===== config.mk =====
export PLATFORM = sky130hd
export DESIGN_NAME = joint_space_homing_stepper
export DESIGN_NICKNAME = d
export VERILOG_FILES = /design/src/hw/rtl/jshs_pkg.sv /design/src/hw/rtl/jshs_mul.sv /design/src/hw/rtl/jshs_sub.sv /design/src/hw/rtl/joint_space_homing_stepper.sv
export VERILOG_INCLUDE_DIRS = /design/src /design/src/hw/rtl
export SDC_FILE = /design/constraint.sdc
export NUM_CORES = 2
export LEC_CHECK = 0
export ABC_CLOCK_PERIOD_IN_PS = 24200
export BUFFER_PORTS_ARGS = -buffer_cell sky130_fd_sc_hd__clkbuf_2
export CAP_MARGIN = 20
export CORE_ASPECT_RATIO = 0.75
export CORE_MARGIN = 3
export CORE_UTILIZATION = 50
export CTS_BUF_LIST = sky130_fd_sc_hd__clkbuf_8
export CTS_CLUSTER_SIZE = 14
export DETAILED_ROUTE_END_ITERATION = 8
export PLACE_DENSITY = 0.74
export SKIP_LAST_GASP = 1
export SLEW_MARGIN = 20
export SYNTH_ARGS = -nofsm -noshare
export SYNTH_HDL_FRONTEND = slang
export SYNTH_SLANG_ARGS = --single-unit

===== constraint.sdc =====
create_clock -name clk -period 24.2 [get_ports clk]
set_clock_uncertainty 0.15 [all_clocks]
set_input_delay 1.21 -clock clk [delete_from_list [all_inputs] [get_ports clk]]
set_output_delay 1.21 -clock clk [all_outputs]
set_load 0.1 [all_outputs]

===== src/hw/rtl/joint_space_homing_stepper_assert.svh =====
// Assertion macros for the joint-space homing stepper.
// Used by the top level; relies on signals named clk and rst in the including scope.
`ifndef JOINT_SPACE_HOMING_STEPPER_ASSERT_SVH
`define JOINT_SPACE_HOMING_STEPPER_ASSERT_SVH
`ifndef SYNTHESIS
`define JSHS_ASSERT_NOW(lbl, ante, cons) \
  lbl: assert property (@(posedge clk) disable iff (rst) (ante) |-> (cons)) \
    else $error("jshs assertion failed");
`define JSHS_ASSERT_NEXT(lbl, ante, cons) \
  lbl: assert property (@(posedge clk) disable iff (rst) (ante) |=> (cons)) \
    else $error("jshs assertion failed");
`else
`define JSHS_ASSERT_NOW(lbl, ante, cons)
`define JSHS_ASSERT_NEXT(lbl, ante, cons)
`endif
`endif


===== src/hw/rtl/jshs_pkg.sv =====
// Shared types and constants of the joint-space homing stepper.
// No dependencies; used by every module of the block.
`timescale 1ns / 1ps

package jshs_pkg;

  localparam int JOINT_COUNT = 6;
  localparam int OUT_ANGLES  = 6;
  localparam int ANG_SHOWN   = (JOINT_COUNT < OUT_ANGLES) ? JOINT_COUNT : OUT_ANGLES;
  localparam int JIDX_W      = 3;
  localparam int ANG_W       = 24;
  localparam int SPD_W       = 23;
  localparam int STEP_W      = 24;
  localparam int MUL_W       = 25;
  localparam int PROD_W      = 2 * MUL_W;
  localparam int SUB_W       = 29;
  localparam int ROOT_W      = 26;
  localparam int SUM_W       = 2 * ROOT_W;
  localparam int REM_W       = 27;
  localparam int QUO_W       = 25;
  localparam int ITER_W      = 5;
  localparam int SQRT_STEPS  = ROOT_W;
  localparam int DIV_STEPS   = QUO_W;
  localparam int RAMP_GAIN   = 83886;
  localparam int OUT_W       = OUT_ANGLES * ANG_W + SPD_W + 1;

  // Item kinds on the input stream.
  typedef enum logic [1:0] {
    ACT_LOAD_START  = 2'd0,
    ACT_LOAD_TARGET = 2'd1,
    ACT_TICK        = 2'd2
  } action_t;

  // Configuration register indexes.
  typedef enum logic [1:0] {
    REG_STEP_TIME    = 2'd0,
    REG_TARGET_SPEED = 2'd1,
    REG_TOLERANCE    = 2'd2
  } cfg_reg_t;

  // Sequencer states.
  typedef enum logic [3:0] {
    ST_IDLE,
    ST_SQ_MUL,
    ST_SQ_ACC,
    ST_SQRT,
    ST_RAMP_MUL,
    ST_RAMP_ADD,
    ST_STEP_MUL,
    ST_STEP_SET,
    ST_J_MUL,
    ST_J_DIVLD,
    ST_J_DIV,
    ST_J_UPD,
    ST_FIN,
    ST_OUT
  } state_t;

  // Request to the shared multiplier.
  typedef struct packed {
    logic             en;
    logic [MUL_W-1:0] a;
    logic [MUL_W-1:0] b;
  } mul_req_t;

  // Result of the shared compare-subtract unit.
  typedef struct packed {
    logic             ge;
    logic [SUB_W-1:0] diff;
  } sub_res_t;

endpackage


===== src/hw/rtl/jshs_mul.sv =====
// Shared unsigned multiplier with a registered product.
// Depends on jshs_pkg for widths and the request struct.
`timescale 1ns / 1ps

module jshs_mul (
  input  logic                          clk,
  input  jshs_pkg::mul_req_t            req,
  output logic [jshs_pkg::PROD_W-1:0]   prod
);

  // Product is captured only when the sequencer asks for it.
  always_ff @(posedge clk) begin
    if (req.en) begin
      prod <= req.a * req.b;
    end
  end

endmodule


===== src/hw/rtl/jshs_sub.sv =====
// Shared compare-subtract unit used by the square root and divider steps.
// Depends on jshs_pkg for widths and the result struct.
`timescale 1ns / 1ps

module jshs_sub (
  input  logic [jshs_pkg::SUB_W-1:0] a,
  input  logic [jshs_pkg::SUB_W-1:0] b,
  output jshs_pkg::sub_res_t         res
);

  // One restoring step: trial difference and whether it stays non-negative.
  always_comb begin
    res.diff = a - b;
    res.ge   = (a >= b);
  end

endmodule


===== src/hw/rtl/joint_space_homing_stepper.sv =====
// Top level of the joint-space homing stepper: sequencer, state and stream ports.
// Depends on jshs_pkg, jshs_mul, jshs_sub and joint_space_homing_stepper_assert.svh.
`timescale 1ns / 1ps

// Load words (start or target angle of one joint) are taken while idle and give no
// result. A tick word runs through a sequencer that reuses one multiplier and one
// compare-subtract unit: a multiply-accumulate per joint for the squared errors, the
// bit-wise square root, a multiply and a write-back each for speed ramp and step size,
// then per joint a multiply, a load, 25 division steps and an update, and a finish and
// a hand-over that waits for a free output register. A zero-error tick skips the
// per-joint steps, a tick after finishing goes straight to the hand-over; the per-joint
// divider dominates. The input is not ready during a tick. The result waits in an
// output register, so a finished result may stay untaken while loads are accepted.

`include "joint_space_homing_stepper_assert.svh"

module joint_space_homing_stepper (
  input  logic                         clk,
  input  logic                         rst,
  input  logic                         s_axis_tvalid,
  output logic                         s_axis_tready,
  input  logic [31:0]                  s_axis_tdata,   // joint_index, joint_value
  input  logic [1:0]                   s_axis_tuser,   // action
  output logic                         m_axis_tvalid,
  input  logic                         m_axis_tready,
  output logic [jshs_pkg::OUT_W-1:0]   m_axis_tdata,   // angle_j0..angle_j5,
                                                       // ramped_speed, finished
  input  logic                         cfg_valid,
  output logic                         cfg_ready,
  input  logic [1:0]                   cfg_index,
  input  logic [23:0]                  cfg_data
);

  localparam logic [jshs_pkg::JIDX_W-1:0] JLAST = jshs_pkg::JIDX_W'(jshs_pkg::JOINT_COUNT - 1);
  localparam logic [jshs_pkg::JIDX_W:0] JCOUNT =
    (jshs_pkg::JIDX_W+1)'(jshs_pkg::JOINT_COUNT);
  localparam logic [jshs_pkg::ITER_W-1:0] SQRT_LAST =
    jshs_pkg::ITER_W'(jshs_pkg::SQRT_STEPS - 1);
  localparam logic [jshs_pkg::ITER_W-1:0] DIV_LAST =
    jshs_pkg::ITER_W'(jshs_pkg::DIV_STEPS - 1);

  // Configuration registers.
  logic [jshs_pkg::STEP_W-1:0] step_time;
  logic [jshs_pkg::SPD_W-1:0]  target_speed;
  logic [jshs_pkg::SPD_W-1:0]  tolerance;

  // Block state.
  logic signed [jshs_pkg::ANG_W-1:0] cur [jshs_pkg::JOINT_COUNT];
  logic signed [jshs_pkg::ANG_W-1:0] tgt [jshs_pkg::JOINT_COUNT];
  logic [jshs_pkg::ANG_W-1:0]        speed;
  logic                              done;

  // Sequencer and working registers.
  jshs_pkg::state_t             state, state_next;
  logic [jshs_pkg::JIDX_W-1:0]  jcnt;
  logic [jshs_pkg::ITER_W-1:0]  iter;
  logic [jshs_pkg::SUM_W-1:0]   sum;
  logic [jshs_pkg::ROOT_W-1:0]  root;
  logic [jshs_pkg::REM_W-1:0]   rem;
  logic [jshs_pkg::STEP_W-1:0]  step_s;
  logic [jshs_pkg::QUO_W-1:0]   nlo;
  logic [jshs_pkg::REM_W-1:0]   drem;
  logic [jshs_pkg::QUO_W-1:0]   quo;

  // Shared units.
  jshs_pkg::mul_req_t            mul_req;
  logic [jshs_pkg::PROD_W-1:0]   prod;
  logic [jshs_pkg::SUB_W-1:0]    sub_a, sub_b;
  jshs_pkg::sub_res_t            sub_res;

  // Combinational helpers.
  logic                                in_accept;
  logic [jshs_pkg::JIDX_W-1:0]         ld_idx;
  logic signed [jshs_pkg::ANG_W-1:0]   ld_val;
  logic signed [jshs_pkg::ANG_W:0]     err;
  logic                                err_neg;
  logic [jshs_pkg::MUL_W-1:0]          err_abs;
  logic signed [jshs_pkg::ANG_W:0]     gap;
  logic                                gap_neg;
  logic [jshs_pkg::MUL_W-1:0]          gap_abs;
  logic [jshs_pkg::PROD_W-1:0]         prod_rnd;
  logic [jshs_pkg::ANG_W-1:0]          rnd_hi;
  logic [2*jshs_pkg::ANG_W:0]          num;
  logic signed [jshs_pkg::ANG_W+2:0]   dstep;
  logic signed [jshs_pkg::ANG_W+2:0]   new_ang;
  logic signed [jshs_pkg::ANG_W-1:0]   sat_ang;
  logic                                out_free;
  logic [jshs_pkg::OUT_W-1:0]          out_word;

  jshs_mul u_mul (
    .clk  (clk),
    .req  (mul_req),
    .prod (prod)
  );

  jshs_sub u_sub (
    .a   (sub_a),
    .b   (sub_b),
    .res (sub_res)
  );

  assign cfg_ready = 1'b1;
  assign in_accept = s_axis_tvalid & s_axis_tready;
  assign ld_idx    = s_axis_tdata[2:0];
  assign ld_val    = s_axis_tdata[26:3];
  assign out_free  = !m_axis_tvalid || m_axis_tready;

  // Error of the joint under work, and its magnitude.
  always_comb begin
    err     = {tgt[jcnt][jshs_pkg::ANG_W-1], tgt[jcnt]}
            - {cur[jcnt][jshs_pkg::ANG_W-1], cur[jcnt]};
    err_neg = err[jshs_pkg::ANG_W];
    err_abs = err_neg ? jshs_pkg::MUL_W'(-err) : jshs_pkg::MUL_W'(err);
  end

  // Gap between the desired and the present speed.
  always_comb begin
    gap     = $signed({2'b00, target_speed}) - $signed({1'b0, speed});
    gap_neg = gap[jshs_pkg::ANG_W];
    gap_abs = gap_neg ? jshs_pkg::MUL_W'(-gap) : jshs_pkg::MUL_W'(gap);
  end

  // Round-to-nearest of a product scaled down by 2^24, and the division numerator.
  always_comb begin
    prod_rnd = prod + jshs_pkg::PROD_W'(1 << 23);
    rnd_hi   = prod_rnd[47:24];
    num      = {prod[47:0], 1'b0} + (2*jshs_pkg::ANG_W+1)'(root);
  end

  // Signed step of the joint, sum and saturation to the angle range.
  always_comb begin
    dstep   = err_neg ? -$signed({2'b00, quo}) : $signed({2'b00, quo});
    new_ang = $signed({{3{cur[jcnt][jshs_pkg::ANG_W-1]}}, cur[jcnt]}) + dstep;
    if (new_ang > 27'sd8388607) begin
      sat_ang = 24'sh7FFFFF;
    end else if (new_ang < -27'sd8388608) begin
      sat_ang = 24'sh800000;
    end else begin
      sat_ang = new_ang[jshs_pkg::ANG_W-1:0];
    end
  end

  // Result word from the present state.
  always_comb begin
    out_word = '0;
    for (int k = 0; k < jshs_pkg::ANG_SHOWN; k++) begin
      out_word[k*jshs_pkg::ANG_W +: jshs_pkg::ANG_W] = cur[k];
    end
    out_word[jshs_pkg::OUT_ANGLES*jshs_pkg::ANG_W +: jshs_pkg::SPD_W] =
      speed[jshs_pkg::SPD_W-1:0];
    out_word[jshs_pkg::OUT_W-1] = done;
  end

  // Next state.
  always_comb begin
    state_next = state;
    case (state)
      jshs_pkg::ST_IDLE: begin
        if (in_accept && s_axis_tuser == jshs_pkg::ACT_TICK) begin
          state_next = done ? jshs_pkg::ST_OUT : jshs_pkg::ST_SQ_MUL;
        end
      end
      jshs_pkg::ST_SQ_MUL:   state_next = jshs_pkg::ST_SQ_ACC;
      jshs_pkg::ST_SQ_ACC: begin
        state_next = (jcnt == JLAST) ? jshs_pkg::ST_SQRT : jshs_pkg::ST_SQ_MUL;
      end
      jshs_pkg::ST_SQRT: begin
        if (iter == SQRT_LAST) begin
          state_next = jshs_pkg::ST_RAMP_MUL;
        end
      end
      jshs_pkg::ST_RAMP_MUL: state_next = jshs_pkg::ST_RAMP_ADD;
      jshs_pkg::ST_RAMP_ADD: state_next = jshs_pkg::ST_STEP_MUL;
      jshs_pkg::ST_STEP_MUL: state_next = jshs_pkg::ST_STEP_SET;
      jshs_pkg::ST_STEP_SET: begin
        state_next = (root == '0) ? jshs_pkg::ST_FIN : jshs_pkg::ST_J_MUL;
      end
      jshs_pkg::ST_J_MUL:    state_next = jshs_pkg::ST_J_DIVLD;
      jshs_pkg::ST_J_DIVLD:  state_next = jshs_pkg::ST_J_DIV;
      jshs_pkg::ST_J_DIV: begin
        if (iter == DIV_LAST) begin
          state_next = jshs_pkg::ST_J_UPD;
        end
      end
      jshs_pkg::ST_J_UPD: begin
        state_next = (jcnt == JLAST) ? jshs_pkg::ST_FIN : jshs_pkg::ST_J_MUL;
      end
      jshs_pkg::ST_FIN:      state_next = jshs_pkg::ST_OUT;
      jshs_pkg::ST_OUT: begin
        if (out_free) begin
          state_next = jshs_pkg::ST_IDLE;
        end
      end
      default:               state_next = jshs_pkg::ST_IDLE;
    endcase
  end

  // Operand steering for the shared units and the input handshake.
  always_comb begin
    mul_req       = '0;
    sub_a         = '0;
    sub_b         = '0;
    s_axis_tready = 1'b0;
    case (state)
      jshs_pkg::ST_IDLE: s_axis_tready = 1'b1;
      jshs_pkg::ST_SQ_MUL: begin
        mul_req.en = 1'b1;
        mul_req.a  = err_abs;
        mul_req.b  = err_abs;
      end
      jshs_pkg::ST_SQRT: begin
        sub_a = {rem, sum[jshs_pkg::SUM_W-1 -: 2]};
        sub_b = jshs_pkg::SUB_W'({root, 2'b01});
      end
      jshs_pkg::ST_RAMP_MUL: begin
        mul_req.en = 1'b1;
        mul_req.a  = gap_abs;
        mul_req.b  = jshs_pkg::MUL_W'(jshs_pkg::RAMP_GAIN);
      end
      jshs_pkg::ST_STEP_MUL: begin
        mul_req.en = 1'b1;
        mul_req.a  = jshs_pkg::MUL_W'(step_time);
        mul_req.b  = jshs_pkg::MUL_W'(speed);
      end
      jshs_pkg::ST_J_MUL: begin
        mul_req.en = 1'b1;
        mul_req.a  = jshs_pkg::MUL_W'(step_s);
        mul_req.b  = err_abs;
      end
      jshs_pkg::ST_J_DIV: begin
        sub_a = jshs_pkg::SUB_W'({drem, nlo[jshs_pkg::QUO_W-1]});
        sub_b = jshs_pkg::SUB_W'({root, 1'b0});
      end
      default: begin
      end
    endcase
  end

  // Registers: configuration, state and the working datapath.
  always_ff @(posedge clk) begin
    if (rst) begin
      state         <= jshs_pkg::ST_IDLE;
      step_time     <= 24'd16777;
      target_speed  <= 23'd629146;
      tolerance     <= 23'd1049;
      speed         <= '0;
      done          <= 1'b0;
      m_axis_tvalid <= 1'b0;
      jcnt          <= '0;
      iter          <= '0;
      for (int i = 0; i < jshs_pkg::JOINT_COUNT; i++) begin
        cur[i] <= '0;
        tgt[i] <= '0;
      end
    end else begin
      state <= state_next;

      if (cfg_valid && cfg_ready) begin
        case (cfg_index)
          jshs_pkg::REG_STEP_TIME:    step_time    <= cfg_data;
          jshs_pkg::REG_TARGET_SPEED: target_speed <= cfg_data[jshs_pkg::SPD_W-1:0];
          jshs_pkg::REG_TOLERANCE:    tolerance    <= cfg_data[jshs_pkg::SPD_W-1:0];
          default: begin
          end
        endcase
      end

      case (state)
        jshs_pkg::ST_IDLE: begin
          if (in_accept) begin
            case (s_axis_tuser)
              jshs_pkg::ACT_LOAD_START: begin
                if ({1'b0, ld_idx} < JCOUNT) begin
                  cur[ld_idx] <= ld_val;
                  speed       <= '0;
                  done        <= 1'b0;
                end
              end
              jshs_pkg::ACT_LOAD_TARGET: begin
                if ({1'b0, ld_idx} < JCOUNT) begin
                  tgt[ld_idx] <= ld_val;
                end
              end
              jshs_pkg::ACT_TICK: begin
                sum  <= '0;
                root <= '0;
                rem  <= '0;
                jcnt <= '0;
                iter <= '0;
              end
              default: begin
              end
            endcase
          end
        end
        jshs_pkg::ST_SQ_ACC: begin
          sum  <= sum + jshs_pkg::SUM_W'(prod);
          jcnt <= (jcnt == JLAST) ? '0 : jcnt + 1'b1;
        end
        jshs_pkg::ST_SQRT: begin
          sum  <= sum << 2;
          iter <= (iter == SQRT_LAST) ? '0 : iter + 1'b1;
          if (sub_res.ge) begin
            rem  <= sub_res.diff[jshs_pkg::REM_W-1:0];
            root <= {root[jshs_pkg::ROOT_W-2:0], 1'b1};
          end else begin
            rem  <= sub_a[jshs_pkg::REM_W-1:0];
            root <= {root[jshs_pkg::ROOT_W-2:0], 1'b0};
          end
        end
        jshs_pkg::ST_RAMP_ADD: begin
          speed <= gap_neg ? speed - rnd_hi : speed + rnd_hi;
        end
        jshs_pkg::ST_STEP_SET: begin
          step_s <= rnd_hi;
          jcnt   <= '0;
        end
        jshs_pkg::ST_J_DIVLD: begin
          drem <= jshs_pkg::REM_W'(num[2*jshs_pkg::ANG_W:jshs_pkg::QUO_W]);
          nlo  <= num[jshs_pkg::QUO_W-1:0];
          quo  <= '0;
          iter <= '0;
        end
        jshs_pkg::ST_J_DIV: begin
          drem <= sub_res.ge ? sub_res.diff[jshs_pkg::REM_W-1:0]
                             : sub_a[jshs_pkg::REM_W-1:0];
          quo  <= {quo[jshs_pkg::QUO_W-2:0], sub_res.ge};
          nlo  <= nlo << 1;
          iter <= (iter == DIV_LAST) ? '0 : iter + 1'b1;
        end
        jshs_pkg::ST_J_UPD: begin
          cur[jcnt] <= sat_ang;
          jcnt      <= (jcnt == JLAST) ? '0 : jcnt + 1'b1;
        end
        jshs_pkg::ST_FIN: begin
          if (root <= jshs_pkg::ROOT_W'(tolerance)) begin
            done <= 1'b1;
          end
        end
        default: begin
        end
      endcase

      // Result register: load a new word, or release one that has been taken.
      if (state == jshs_pkg::ST_OUT && out_free) begin
        m_axis_tvalid <= 1'b1;
        m_axis_tdata  <= out_word;
      end else if (m_axis_tvalid && m_axis_tready) begin
        m_axis_tvalid <= 1'b0;
      end
    end
  end

  // The ramped speed never leaves the 23-bit range.
  `JSHS_ASSERT_NOW(a_speed_range, 1'b1, !speed[jshs_pkg::ANG_W-1])
  // The divider only runs with a non-zero norm.
  `JSHS_ASSERT_NOW(a_div_nonzero, state == jshs_pkg::ST_J_DIV, root != '0)
  // Only a start load clears the finished flag.
  `JSHS_ASSERT_NEXT(a_done_holds,
    done && !(in_accept && s_axis_tuser == jshs_pkg::ACT_LOAD_START), done)
  // A tick after finishing goes straight to the result.
  `JSHS_ASSERT_NEXT(a_done_tick_out,
    in_accept && s_axis_tuser == jshs_pkg::ACT_TICK && done, state == jshs_pkg::ST_OUT)

endmodule


==> impl_metrics.env <==
export IMPL_dp_cells=8820
export IMPL_cts_tree="built"
export IMPL_initial_utilization_pct=50.7
export IMPL_tightest_slew_ns=1.16
export IMPL_synth_edf_count=808
export IMPL_die_w_um=440
export IMPL_synth_distinct_cells=97
export IMPL_cts_setup_buffers=0
export IMPL_worstRegToRegCells=39
export IMPL_cp_start_kind="register"
export IMPL_synth_area_um2=70600
export IMPL_htreeDepth=4
export IMPL_core_um2=139000
export IMPL_p_seq_share_pct=27.8
export IMPL_die_area_um2=146000
export IMPL_setup_viol=0
export IMPL_crit_type="register to register"
export IMPL_maxCapViolations=0
export IMPL_vdd_drop_max_mv=0.0832
export IMPL_ys_ff_latch=919
export IMPL_clock_path_buffers=3
export IMPL_holdPathStages=0
export IMPL_final_cells=9108
export IMPL_syn_avg_cell_area_um2=10.3
export IMPL_synth_top_area_share_pct=34.3
export IMPL_dp_hpwl_um=164000
export IMPL_required_ns=24.68
export IMPL_path_clk_slew_ns=0.07
export IMPL_p_int_w=0.00406
export IMPL_drt_iter0_drc=7064
export IMPL_track_usage_pct=30.4
export IMPL_hold_start="cur[5][3]"
export IMPL_period_share_pct=62.0
export IMPL_ant_nets=0
export IMPL_slew_headroom_pct=20.4
export IMPL_drive_gt1_share_pct=10.9
export IMPL_antenna_found_initial=30
export IMPL_worst_skew_pair_late_latency_ns=0.90
export IMPL_rsz0062_at_grt="false"
export IMPL_syn_to_final_growth_pct=9.40
export IMPL_p_total_w=0.00757
export IMPL_fmax_mhz=66.6
export IMPL_synth_area_leaders="edfxtp_1 (34%), fa_1 (15%), ha_1 (7.3%)"
export IMPL_cp_end_kind="register"
export IMPL_final_fill_count=11803
export IMPL_grt_pass1_vias=53508
export IMPL_ys_seq_area_share_pct=37.5
export IMPL_arrival_ns=15.49
export IMPL_cts_root_buf="clkbuf_8"
export IMPL_via_count=54733
export IMPL_synth_cells=6889
export IMPL_yosysMostFrequentCell="nand2_1"
export IMPL_yosys_warnings=0
export IMPL_setup_tns_ns=0
export IMPL_ctsResizeCount=0
export IMPL_rows=118
export IMPL_hold_end="m_axis_tdata[123]"
export IMPL_vias_per_cell=6.01
export IMPL_ioPinCount=236
export IMPL_p_per_area_nw_per_um2=97.9
export IMPL_ys_flop_type="edfxtp_1"
export IMPL_final_core_util_pct=55.5
export IMPL_drc=0
export IMPL_status="finished, final reports clean"
export IMPL_overflow=0
export IMPL_yosys_top_cells_count="nand2_1 (912), edfxtp_1 (808), inv_1 (802), fa_1 (533), nor2_1 (420)"
export IMPL_nets=8128
export IMPL_switching_power_w=0.00351
export IMPL_hold_class="register to register"
export IMPL_post_route_min_period_ns=15.02
export IMPL_comb_power_share_pct=54.3
export IMPL_critical_path_max_fanout=41
export IMPL_synth_top_cell_by_area="edfxtp_1"
export IMPL_async_flop_share_pct=0
export IMPL_ff2ff_setup_slack_ns=9.18
export IMPL_cpMostUsedCell="fa_1"
export IMPL_rr_endpoint="u_mul.prod[49]"
export IMPL_avgRoutedWirePerCell_um=24.4
export IMPL_place_gp_congestion=0.986
export IMPL_cts_sinks=919
export IMPL_slowest_delay_ns=0.94
export IMPL_leakagePower_nw=33.0
export IMPL_wl_um=222000
export IMPL_multi_input_area_um2=40500
export IMPL_ff_latch_area_um2=26500
export IMPL_numCtsBuffers=149
export IMPL_hold_violations=0
export IMPL_p_sw_share_pct=46.4
export IMPL_grt_pass1_wl_um=334000
export IMPL_dr_pass1_iters=7
export IMPL_clock_power_share_pct=17.9
export IMPL_grt_max_degree=79
export IMPL_drv_slew=0
export IMPL_postCtsHoldBufs=0
export IMPL_die_y_um=332
export IMPL_port_buffers=229
export IMPL_slowest_stage="o221ai_4"
==> registers in the layout, summed over array words and instances, names as in the netlist, 25 cells and up, named ones only <==
signal,flops
rem,27
sum,52
tgt,192
u_mul.prod,50
cur,192
root,26
quo,25
nlo,25
m_axis_tdata,168
drem,27
==> final cells by class <==
class | count | share of cell area [%]
clock inverters | 108 | 0.944
flip-flops and latches | 919 | 34.3
multi-input cells | 4896 | 52.4
repair buffers | 346 | 2.65
clock buffers | 155 | 2.76
well taps | 1860 | 3.01
inverters | 803 | 3.90
diodes | 21 | 0.0680
==> cells by family after synthesis <==
| family | after synthesis | share of synthesized area [%] |
|---|---|---|
| and+or+nand+nor | 2187 | 14.5 |
| AOI/OAI and AO/OA | 1192 | 11.0 |
| adders and majority gates | 948 | 22.5 |
| buffers and inverters | 1127 | 6.09 |
| xor gates and xnor gates | 332 | 4.12 |
| other | 2 | 0.0106 |
| DFF | 919 | 37.5 |
| muxes | 182 | 4.33 |
==> power by group through the flow <==
| stage | clock (W) | combinational (W) | sequential (W) |
|---|---|---|---|
| after floorplan | 0 | 0.00281 | 0.00202 |
| after global placement | 0 | 0.00391 | 0.00212 |
| after detailed placement | 0 | 0.00398 | 0.00213 |
| after CTS | 0.00137 | 0.00401 | 0.00210 |
| after global routing | 0.00144 | 0.00447 | 0.00211 |
| final | 0.00135 | 0.00411 | 0.00211 |
==> cell usage in the layout (no fill, tap or decap), types with 114 or more instances in the layout <==
master    instances
nand2_1         909
inv_1           845
edfxtp_1        808
fa_1            533
ha_1            415
nor2_1          406
a21oi_1         331
and2_1          286
clkbuf_2        228
o21ai_0         217
xnor2_1         207
clkbuf_8        155
a21o_1          139
xor2_1          125
buf_4           114
==> worst max-delay path: cells and delay by family (launching register included) <==
| kind | cells | cell delay (ns) |
|---|---|---|
| buffers and inverters | 7 | 1.32 |
| adders and majority gates | 9 | 4.60 |
| muxes | 2 | 1.15 |
| and+or+nand+nor | 7 | 1.62 |
| AOI/OAI and AO/OA | 12 | 4.73 |
| xor gates and xnor gates | 2 | 0.41 |
| DFF | 1 | 0.71 |
==> stage by stage <==
step                      instance area (um2)  hold slack, ns  worst slack (ns)
after detailed placement                74300           0.280              9.34
after floorplan                         70800           0.271             10.17
after global placement                  74300           0.277              9.52
after global routing                    77300           0.301              8.31
after CTS                               77200           0.290              9.33
final                                   77300           0.295              9.18
==> how the worst max path moves through the flow <==
stage,startpoint,endpoint,cells past startpoint
after floorplan,rst,m_axis_tdata[0],3
after global placement,register,u_mul.prod[49],39
after detailed placement,register,u_mul.prod[49],39
after CTS,register,u_mul.prod[49],39
after global routing,register,u_mul.prod[49],39
final,register,u_mul.prod[49],39
==> per-layer routing <==
| layer | global-route usage, % | wire (um) | vias to the layer above |
|---|---|---|---|
| li1 | - | - | 24036 |
| met4 | 11.6 | 8730 | 12 |
| met2 | 42.5 | 91800 | 3177 |
| met3 | 9.69 | 30400 | 514 |
| met1 | 43.8 | 90800 | 26994 |
| met5 | 0 | 79 | - |
No activity file was read; power rests on OpenSTA's default activity.
